`src/hdl/tsq_pkg.sv`:
```
package tsq_pkg;

  localparam int QueueDepthDef = 16;
  localparam int FlowW         = 10;
  localparam int AckW          = 32;
  localparam int TimeW         = 32;
  localparam int CountW        = 5;

  typedef enum logic [1:0] {
    CMD_ENQ  = 2'd0,
    CMD_DEQ  = 2'd1,
    CMD_PEEK = 2'd2
  } cmd_e;

  // One acknowledgement record as held in a cell.
  typedef struct packed {
    logic        [FlowW-1:0] flow_id;
    logic        [AckW-1:0]  cum_ack;
    logic        [AckW-1:0]  sel_ack;
    logic signed [TimeW-1:0] arr_time;
  } rec_t;

  // Operation broadcast to every cell.
  typedef struct packed {
    logic enq;
    logic deq;
  } cell_ctrl_t;

endpackage

```
`src/hdl/timestamp_sorted_priority_queue.sv`:
```
// Sorted priority queue of acknowledgement records, ordered by signed receive
// time with the earliest record at the head. Each cell of a row of QueueDepth
// cells compares its own time against the incoming one, and the whole row
// shifts toward the tail on enqueue or toward the head on dequeue, so one
// command transfer is taken every clock while the output is not stalled;
// its result appears in the output register on the next cycle. Records
// with equal times leave in arrival order. An enqueue to a full queue is
// dropped and flagged; dequeue or peek on an empty queue reports out_valid
// low. Every result carries the count, empty and full status after the
// command. Command code 3 only reports status. A new command transfer is
// taken while a result waits, as long as the output side is not stalled.
module timestamp_sorted_priority_queue #(
  parameter int QueueDepth = tsq_pkg::QueueDepthDef
) (
  input  logic                               clk_i,
  input  logic                               rst_ni,
  // command channel
  input  logic                               in_valid_i,
  output logic                               in_stall_o,
  input  logic [1:0]                         cmd_i,
  input  logic [tsq_pkg::FlowW-1:0]          flow_id_i,
  input  logic [tsq_pkg::AckW-1:0]           cum_ack_i,
  input  logic [tsq_pkg::AckW-1:0]           sel_ack_i,
  input  logic signed [tsq_pkg::TimeW-1:0]   arrival_time_i,
  // result channel
  output logic                               res_valid_o,
  input  logic                               res_stall_i,
  output logic                               out_valid_o,
  output logic [tsq_pkg::FlowW-1:0]          out_flow_id_o,
  output logic [tsq_pkg::AckW-1:0]           out_cum_ack_o,
  output logic [tsq_pkg::AckW-1:0]           out_sel_ack_o,
  output logic signed [tsq_pkg::TimeW-1:0]   out_time_o,
  output logic                               dropped_o,
  output logic [tsq_pkg::CountW-1:0]         count_o,
  output logic                               is_empty_o,
  output logic                               is_full_o
);

  localparam int CntW = $clog2(QueueDepth + 1);

  logic                 accept;
  logic                 is_enq, is_deq, is_peek;
  logic                 full, empty;
  logic                 enq_ok, deq_ok, rd_ok;
  logic [CntW-1:0]      count_q, count_d;
  logic [CntW+tsq_pkg::CountW-1:0] count_ext;
  tsq_pkg::cell_ctrl_t  ctrl;
  tsq_pkg::rec_t        new_rec;
  tsq_pkg::rec_t        rec_arr [QueueDepth];
  logic                 gt_arr  [QueueDepth];

  // result register
  logic                 res_valid_q;
  logic                 rd_valid_q;
  tsq_pkg::rec_t        rd_rec_q;
  logic                 dropped_q;
  logic [tsq_pkg::CountW-1:0] res_count_q;
  logic                 empty_q, full_q;

  // a result held under stall blocks the next transfer only while stalled
  assign in_stall_o = res_valid_q && res_stall_i;
  assign accept     = in_valid_i && !in_stall_o;

  always_comb begin
    is_enq  = 1'b0;
    is_deq  = 1'b0;
    is_peek = 1'b0;
    unique case (cmd_i)
      tsq_pkg::CMD_ENQ:  is_enq  = 1'b1;
      tsq_pkg::CMD_DEQ:  is_deq  = 1'b1;
      tsq_pkg::CMD_PEEK: is_peek = 1'b1;
      default: ;  // unused code: status only
    endcase
  end

  assign full   = count_q == CntW'(QueueDepth);
  assign empty  = count_q == '0;
  assign enq_ok = accept && is_enq && !full;
  assign deq_ok = accept && is_deq && !empty;
  assign rd_ok  = accept && (is_deq || is_peek) && !empty;

  always_comb begin
    count_d = count_q;
    if (enq_ok) begin
      count_d = count_q + 1'b1;
    end else if (deq_ok) begin
      count_d = count_q - 1'b1;
    end
  end

  assign count_ext = {{tsq_pkg::CountW{1'b0}}, count_d};

  assign ctrl.enq = enq_ok;
  assign ctrl.deq = deq_ok;

  assign new_rec.flow_id  = flow_id_i;
  assign new_rec.cum_ack  = cum_ack_i;
  assign new_rec.sel_ack  = sel_ack_i;
  assign new_rec.arr_time = arrival_time_i;

  // row of cells, head at index 0
  for (genvar i = 0; i < QueueDepth; i++) begin : g_cell
    tsq_pkg::rec_t left_rec, right_rec;
    logic          left_gt;

    if (i == 0) begin : g_head
      assign left_rec = new_rec;
      assign left_gt  = 1'b0;
    end else begin : g_body
      assign left_rec = rec_arr[i-1];
      assign left_gt  = gt_arr[i-1];
    end

    if (i == QueueDepth - 1) begin : g_tail
      assign right_rec = rec_arr[i];
    end else begin : g_mid
      assign right_rec = rec_arr[i+1];
    end

    tsq_cell #(
      .Idx  (i),
      .CntW (CntW)
    ) u_cell (
      .clk_i       (clk_i),
      .ctrl_i      (ctrl),
      .count_i     (count_q),
      .new_rec_i   (new_rec),
      .left_rec_i  (left_rec),
      .left_gt_i   (left_gt),
      .right_rec_i (right_rec),
      .rec_o       (rec_arr[i]),
      .gt_o        (gt_arr[i])
    );
  end

  always_ff @(posedge clk_i or negedge rst_ni) begin
    if (!rst_ni) begin
      count_q     <= '0;
      res_valid_q <= 1'b0;
    end else begin
      count_q <= count_d;
      if (accept) begin
        res_valid_q <= 1'b1;
      end else if (!res_stall_i) begin
        res_valid_q <= 1'b0;
      end
    end
  end

  // result payload, loaded on each accepted transfer
  always_ff @(posedge clk_i) begin
    if (accept) begin
      rd_valid_q  <= rd_ok;
      rd_rec_q    <= rd_ok ? rec_arr[0] : '0;
      dropped_q   <= is_enq && full;
      res_count_q <= count_ext[tsq_pkg::CountW-1:0];
      empty_q     <= count_d == '0;
      full_q      <= count_d == CntW'(QueueDepth);
    end
  end

  assign res_valid_o   = res_valid_q;
  assign out_valid_o   = rd_valid_q;
  assign out_flow_id_o = rd_rec_q.flow_id;
  assign out_cum_ack_o = rd_rec_q.cum_ack;
  assign out_sel_ack_o = rd_rec_q.sel_ack;
  assign out_time_o    = rd_rec_q.arr_time;
  assign dropped_o     = dropped_q;
  assign count_o       = res_count_q;
  assign is_empty_o    = empty_q;
  assign is_full_o     = full_q;

  // count never exceeds the row length
  a_cnt_max: assert property (@(posedge clk_i) disable iff (!rst_ni)
    count_q <= CntW'(QueueDepth))
    else $error("count above depth");

  // a dropped enqueue is only reported against a full queue
  a_drop_full: assert property (@(posedge clk_i) disable iff (!rst_ni)
    (res_valid_q && dropped_q) |-> full_q)
    else $error("drop reported while not full");

  // no transfer, no change in occupancy
  a_cnt_hold: assert property (@(posedge clk_i) disable iff (!rst_ni)
    !accept |=> $stable(count_q))
    else $error("count moved without a transfer");

  // a dequeue of a non-empty queue removes exactly one record
  a_deq_dec: assert property (@(posedge clk_i) disable iff (!rst_ni)
    (accept && is_deq && !empty) |=> (count_q == $past(count_q) - 1'b1))
    else $error("dequeue did not remove one record");

endmodule

```
`src/hdl/tsq_cell.sv`:
```
module tsq_cell #(
  parameter int Idx  = 0,
  parameter int CntW = 5
) (
  input  logic                  clk_i,
  input  tsq_pkg::cell_ctrl_t   ctrl_i,
  input  logic [CntW-1:0]       count_i,
  input  tsq_pkg::rec_t         new_rec_i,
  input  tsq_pkg::rec_t         left_rec_i,
  input  logic                  left_gt_i,
  input  tsq_pkg::rec_t         right_rec_i,
  output tsq_pkg::rec_t         rec_o,
  output logic                  gt_o
);

  tsq_pkg::rec_t rec_q, rec_d;
  logic          occupied;
  logic          at_tail;

  assign occupied = count_i > CntW'(Idx);
  assign at_tail  = count_i == CntW'(Idx);

  // strictly later than the incoming record: the new one goes in front
  assign gt_o = occupied && ($signed(rec_q.arr_time) > $signed(new_rec_i.arr_time));

  always_comb begin
    rec_d = rec_q;
    if (ctrl_i.enq) begin
      if (left_gt_i) begin
        rec_d = left_rec_i;          // shift toward tail
      end else if (gt_o || at_tail) begin
        rec_d = new_rec_i;           // insertion point
      end
    end else if (ctrl_i.deq) begin
      rec_d = right_rec_i;           // shift toward head
    end
  end

  always_ff @(posedge clk_i) begin
    rec_q <= rec_d;
  end

  assign rec_o = rec_q;

endmodule
```
`config.mk`:
```
export PLATFORM = sky130hd
export DESIGN_NAME = timestamp_sorted_priority_queue
export DESIGN_NICKNAME = d
export VERILOG_FILES = /design/src/hdl/tsq_pkg.sv /design/src/hdl/timestamp_sorted_priority_queue.sv /design/src/hdl/tsq_cell.sv
export SDC_FILE = /design/constraint.sdc
export NUM_CORES = 2
export LEC_CHECK = 0
export ABC_CLOCK_PERIOD_IN_PS = 13800
export BUFFER_PORTS_ARGS = -buffer_cell sky130_fd_sc_hd__buf_2
export CAP_MARGIN = 20
export CORE_MARGIN = 5
export CORE_UTILIZATION = 50
export CTS_BUF_LIST = sky130_fd_sc_hd__clkbuf_8
export CTS_CLUSTER_DIAMETER = 30
export CTS_CLUSTER_SIZE = 25
export DETAILED_ROUTE_END_ITERATION = 16
export HOLD_SLACK_MARGIN = 0.08
export PLACE_DENSITY = 0.73
export REMOVE_ABC_BUFFERS = 1
export SLEW_MARGIN = 10
export SYNTH_ARGS = -nofsm -noshare
export SYNTH_HDL_FRONTEND = slang
export SYNTH_SLANG_ARGS = --single-unit
```
`constraint.sdc`:
```
create_clock -name clk_i -period 13.8 [get_ports clk_i]
set_clock_uncertainty 0.15 [all_clocks]
set_input_delay 1.38 -clock clk_i [delete_from_list [all_inputs] [get_ports clk_i]]
set_output_delay 1.38 -clock clk_i [all_outputs]
set_load 0.005 [all_outputs]
```
==> results by group <==
Yosys
  – Multiplexer area fraction after synthesis: about an eighth
  – FFs w/ async S/R, synth: less than 1%
  – Sequential area share after synthesis: around 55%
  – Count of state elements after synthesis: between 1500 and 2000
  – Mapped cell area: between 0.09 and 0.1 sq mm
  – Avg Synthesized Cell Area: 11.1 sq um
  – Parity-gate share of the synthesized area counting xor and xnor cells: less than 1%
  – Simple-gate share of the synthesized area: about 12%
  – Number of enable flip-flop cells after synthesis: roughly 1800
  – Total number of yosys warnings: 0
  – Number of different library cells in the post-synthesis netlist: 71
  – Fraction of the mapped netlist area in compound gates: between 10 and 15%
  – Number of instances in the synthesized netlist: about 9000
  – Share of synthesized cell area in full adder, half adder and majority cells: 6.52%
  – Dominant combinational cell family by area after synthesis: multiplexers
  – Post-synth top flop: edfxtp_1

Floorplanning
  – Top-level port count: 229
  – Starting density of the core: about half
  – Horizontal extent of the die: 456 um
  – Die Area: roughly 0.21 sq mm
  – Core region area: slightly below 0.2 sq mm
  – Placement row count: 163
  – Die boundary height: about 460 um

Critical path
  – Req. time, crit path: around 14 ns
  – Slowest stage cell on the critical path: a31oi_4
  – Maximum fanout count along the critical path: 39
  – Element type at the critical path start: primary input
  – Dominant delay contributor by cell family on the critical path: buffers and inverters
  – List of cells traversed by the critical path: buf_2 > inv_1 > ha_1 > nand4_1 > nor4_1 > a21bo_2 > o211ai_1 > a211oi_1 > mux2_8 > buf_4 > a31oi_4 > buf_4 > buf_4
  – Slowest stage delay, CP: 0.84 ns
  – Buffers and inverters on the worst path: 5
  – Category of the critical setup timing path: primary input to flip-flop
  – Arrival time worst endpoint: ~7.5 ns
  – Cell with the most instances on the worst path: buf_4
  – Endpoint type of the worst setup path: flip-flop

Cells and area
  – Share of post-route cells with drive strength above 1: about an eighth
  – Fill cell instance count of the final layout: 16500
  – Area growth from synthesis to layout: 12.1%
  – Area taken by multi-input logic gates: around 0.042 sq mm
  – Combined flip-flop and latch cell area: between 0.05 and 0.06 sq mm
  – Layout Nets: just under 10000

CTS
  – Clock-pin transition on the worst setup and hold timing paths: 0.07 ns
  – TritonCTS clock tree: yes
  – Worst-skew pair later-pin latency: 1.12 ns
  – Number of clock buffers inserted by TritonCTS: 420
  – Count of cells resized by post-cts repair: 0
  – CTS Buffer Depth: 4
  – Clock sink count: between 1500 and 2000
  – Cts-stage hold buffer count: 1
  – Clk Tree Root Cell: clkbuf_8
  – CTS H-Tree Depth: 5
  – # Post-CTS Setup Buffers: 0

STA
  – Final setup fails: 0
  – Final critical delay including setup and external delays: ~7 ns
  – Max-slew violations: 0
  – Setup slack after layout: between 6 and 7 ns
  – Worst Tran Pin Value: approximately 1.2 ns
  – Number of hold violations in the final report: 0
  – Unrepaired setup endpoints after global routing: false
  – Final sum of negative setup slack: 0 ns
  – Worst slew margin relative to its limit: around a fifth
  – Peak Freq: approximately 140 MHz
  – Period utilisation layout: 50.5%

Global route
  – Global-route usage over all layers: 30.7%
  – Vias in the first global route: between 70000 and 80000
  – Initial antenna violation count: 43
  – Total gr overflow: 0
  – Wire length of the first global-routing pass: roughly 480000 um
  – Maximum number of pins on one net before global-route repair: about 270

Place
  – Detail Placement HPWL: 199000 um
  – Post-placement worst setup slack: slightly below 6 ns
  – RD Place Congestion: between 0.9 and 1
  – Number of input and output port buffers inserted: roughly 230

Drt
  – Vias after detailed routing: between 70000 and 80000
  – Routed wire length: ~330000 um
  – Average routed wire per standard cell: about 28 um
  – Drt initial violations: 10300
  – Ratio of routed vias to standard cells: 6.35
  – Number of remaining DRC errors: 0
  – Antenna viol nets, final: 0
  – Total iterations of the first detailed-routing run: 9

Power
  – Leakage: 45.8 nW
  – Worst supply voltage drop on vdd: about 0.00017 V
  – Power per unit of standard cell area: around 160 mW/mm^2

Worst hold path
  – HP Class: primary input to flip-flop

Run status
  – Run status: complete, no violations

Run
  – # Max-Cap Violations: 0
-- cell usage after synthesis, types with 6 or more instances --
cell / number / share of area, %
buf_1: 28 / 0.11
mux2_2: 112 / 1.3
nor3_1: 19 / 0.095
buf_6: 25 / 0.28
o31ai_1: 7 / 0.053
o21ai_1: 125 / 0.63
inv_1: 73 / 0.27
buf_2: 148 / 0.74
a31oi_1: 14 / 0.088
nand3_1: 418 / 2.1
mux2i_1: 1085 / 11
and4_1: 28 / 0.25
o21ai_0: 1061 / 5.3
a211oi_1: 21 / 0.16
a21o_1: 52 / 0.39
edfxtp_1: 1811 / 55
nor2b_1: 20 / 0.13
nand4_1: 86 / 0.54
buf_4: 41 / 0.31
a21oi_1: 267 / 1.3
nor2_1: 68 / 0.26
o211ai_1: 390 / 2.9
clkbuf_1: 458 / 1.7
a41oi_1: 6 / 0.053
a221oi_1: 17 / 0.15
dfrtp_1: 6 / 0.15
and2_1: 110 / 0.69
nand2b_1: 8 / 0.050
ha_1: 519 / 6.5
a21boi_0: 9 / 0.068
nand2_1: 1857 / 7.0
nor4_1: 16 / 0.10
-- layer usage --
layer	track usage, %	routed length (um)	up-vias
li1	-	-	33700
met1	43.2	137000	37500
met2	46.1	147000	4542
met3	6.87	35700	757
met4	12.9	13400	12
met5	0	83	-
-- final timing paths --
path                            cells past startpoint                           to  slack, ns                   startpoint
worst max-delay path                               13  g_cell[13].u_cell.rec_o[62]       6.83           arrival_time_i[15]
worst min-delay path                                2                  res_valid_o       0.32                   in_valid_i
worst max register to register                     11  g_cell[12].u_cell.rec_o[93]       6.86                   count_q[0]
worst min register to register                      2  g_cell[14].u_cell.rec_o[68]       0.35  g_cell[15].u_cell.rec_o[68]
max in group asynchronous                           2                   count_q[2]      12.88                       rst_ni
min in group asynchronous                           2                  res_valid_o       0.47                       rst_ni
-- placed cells by master (no fill, tap or decap), types with 86 or more instances in the layout --
master and n:
mux2_2 106, o211ai_1 390, nand2_1 1857, a21oi_1 265
nand4_1 86, mux2i_1 1083, edfxtp_1 1811, buf_4 114
clkbuf_8 423, inv_1 108, and2_1 109, buf_2 228
o21ai_0 1061, ha_1 519, nand3_1 418, o21ai_1 123
-- registers in the layout, summed over array words and instances, names as in the netlist --
name	count
count_q	5
out_time_o	32
out_valid_o	1
is_empty_o	1
g_cell.u_cell.rec_o	1696
is_full_o	1
count_o	5
out_sel_ack_o	32
out_flow_id_o	10
dropped_o	1
out_cum_ack_o	32
res_valid_o	1
-- final cells by class --
type                       count  share of cell area (%)
inverter                      74                   0.249
tap                         2640                    2.96
multi-input combinational   6398                    37.7
antenna                       24                  0.0537
clock inverter               335                    3.08
timing repair buffer         353                    2.00
clock buffer                 423                    5.21
sequential                  1817                    48.8
-- metrics by stage --
step,std cells,util (%),hold slack [ns],cell area [sq um],total power [mW]
6_report,12100,56.5,0.319,112000,18.4
4_1_cts,12000,56.4,0.231,112000,18.3
5_1_grt,12100,56.5,0.307,112000,19.0
3_3_place_gp,11300,51.7,0.349,102000,11.4
2_1_floorplan,8289,-,0.346,96400,11.4
3_5_place_dp,11300,51.7,0.361,102000,11.5
-- kinds of logic (layout without fill, tap and decap cells) --
kind of cell               after synthesis  after routing
xor gates and xnor gates                 4              4
DFF                                   1817           1817
adders and majority gates              519            519
AOI/OAI and AO/OA                     2010           2010
other                                    0             24
and+or+nand+nor                       2668           2668
muxes                                 1197           1197
buffers and inverters                  777           1185
-- report_power, final --
group / internal, mW / switching, mW
clock: 4.06 / 2.82
sequential: 6.71 / 0.305
combinational: 1.47 / 3.03
Note: power is estimated with default switching activity, not from simulation.
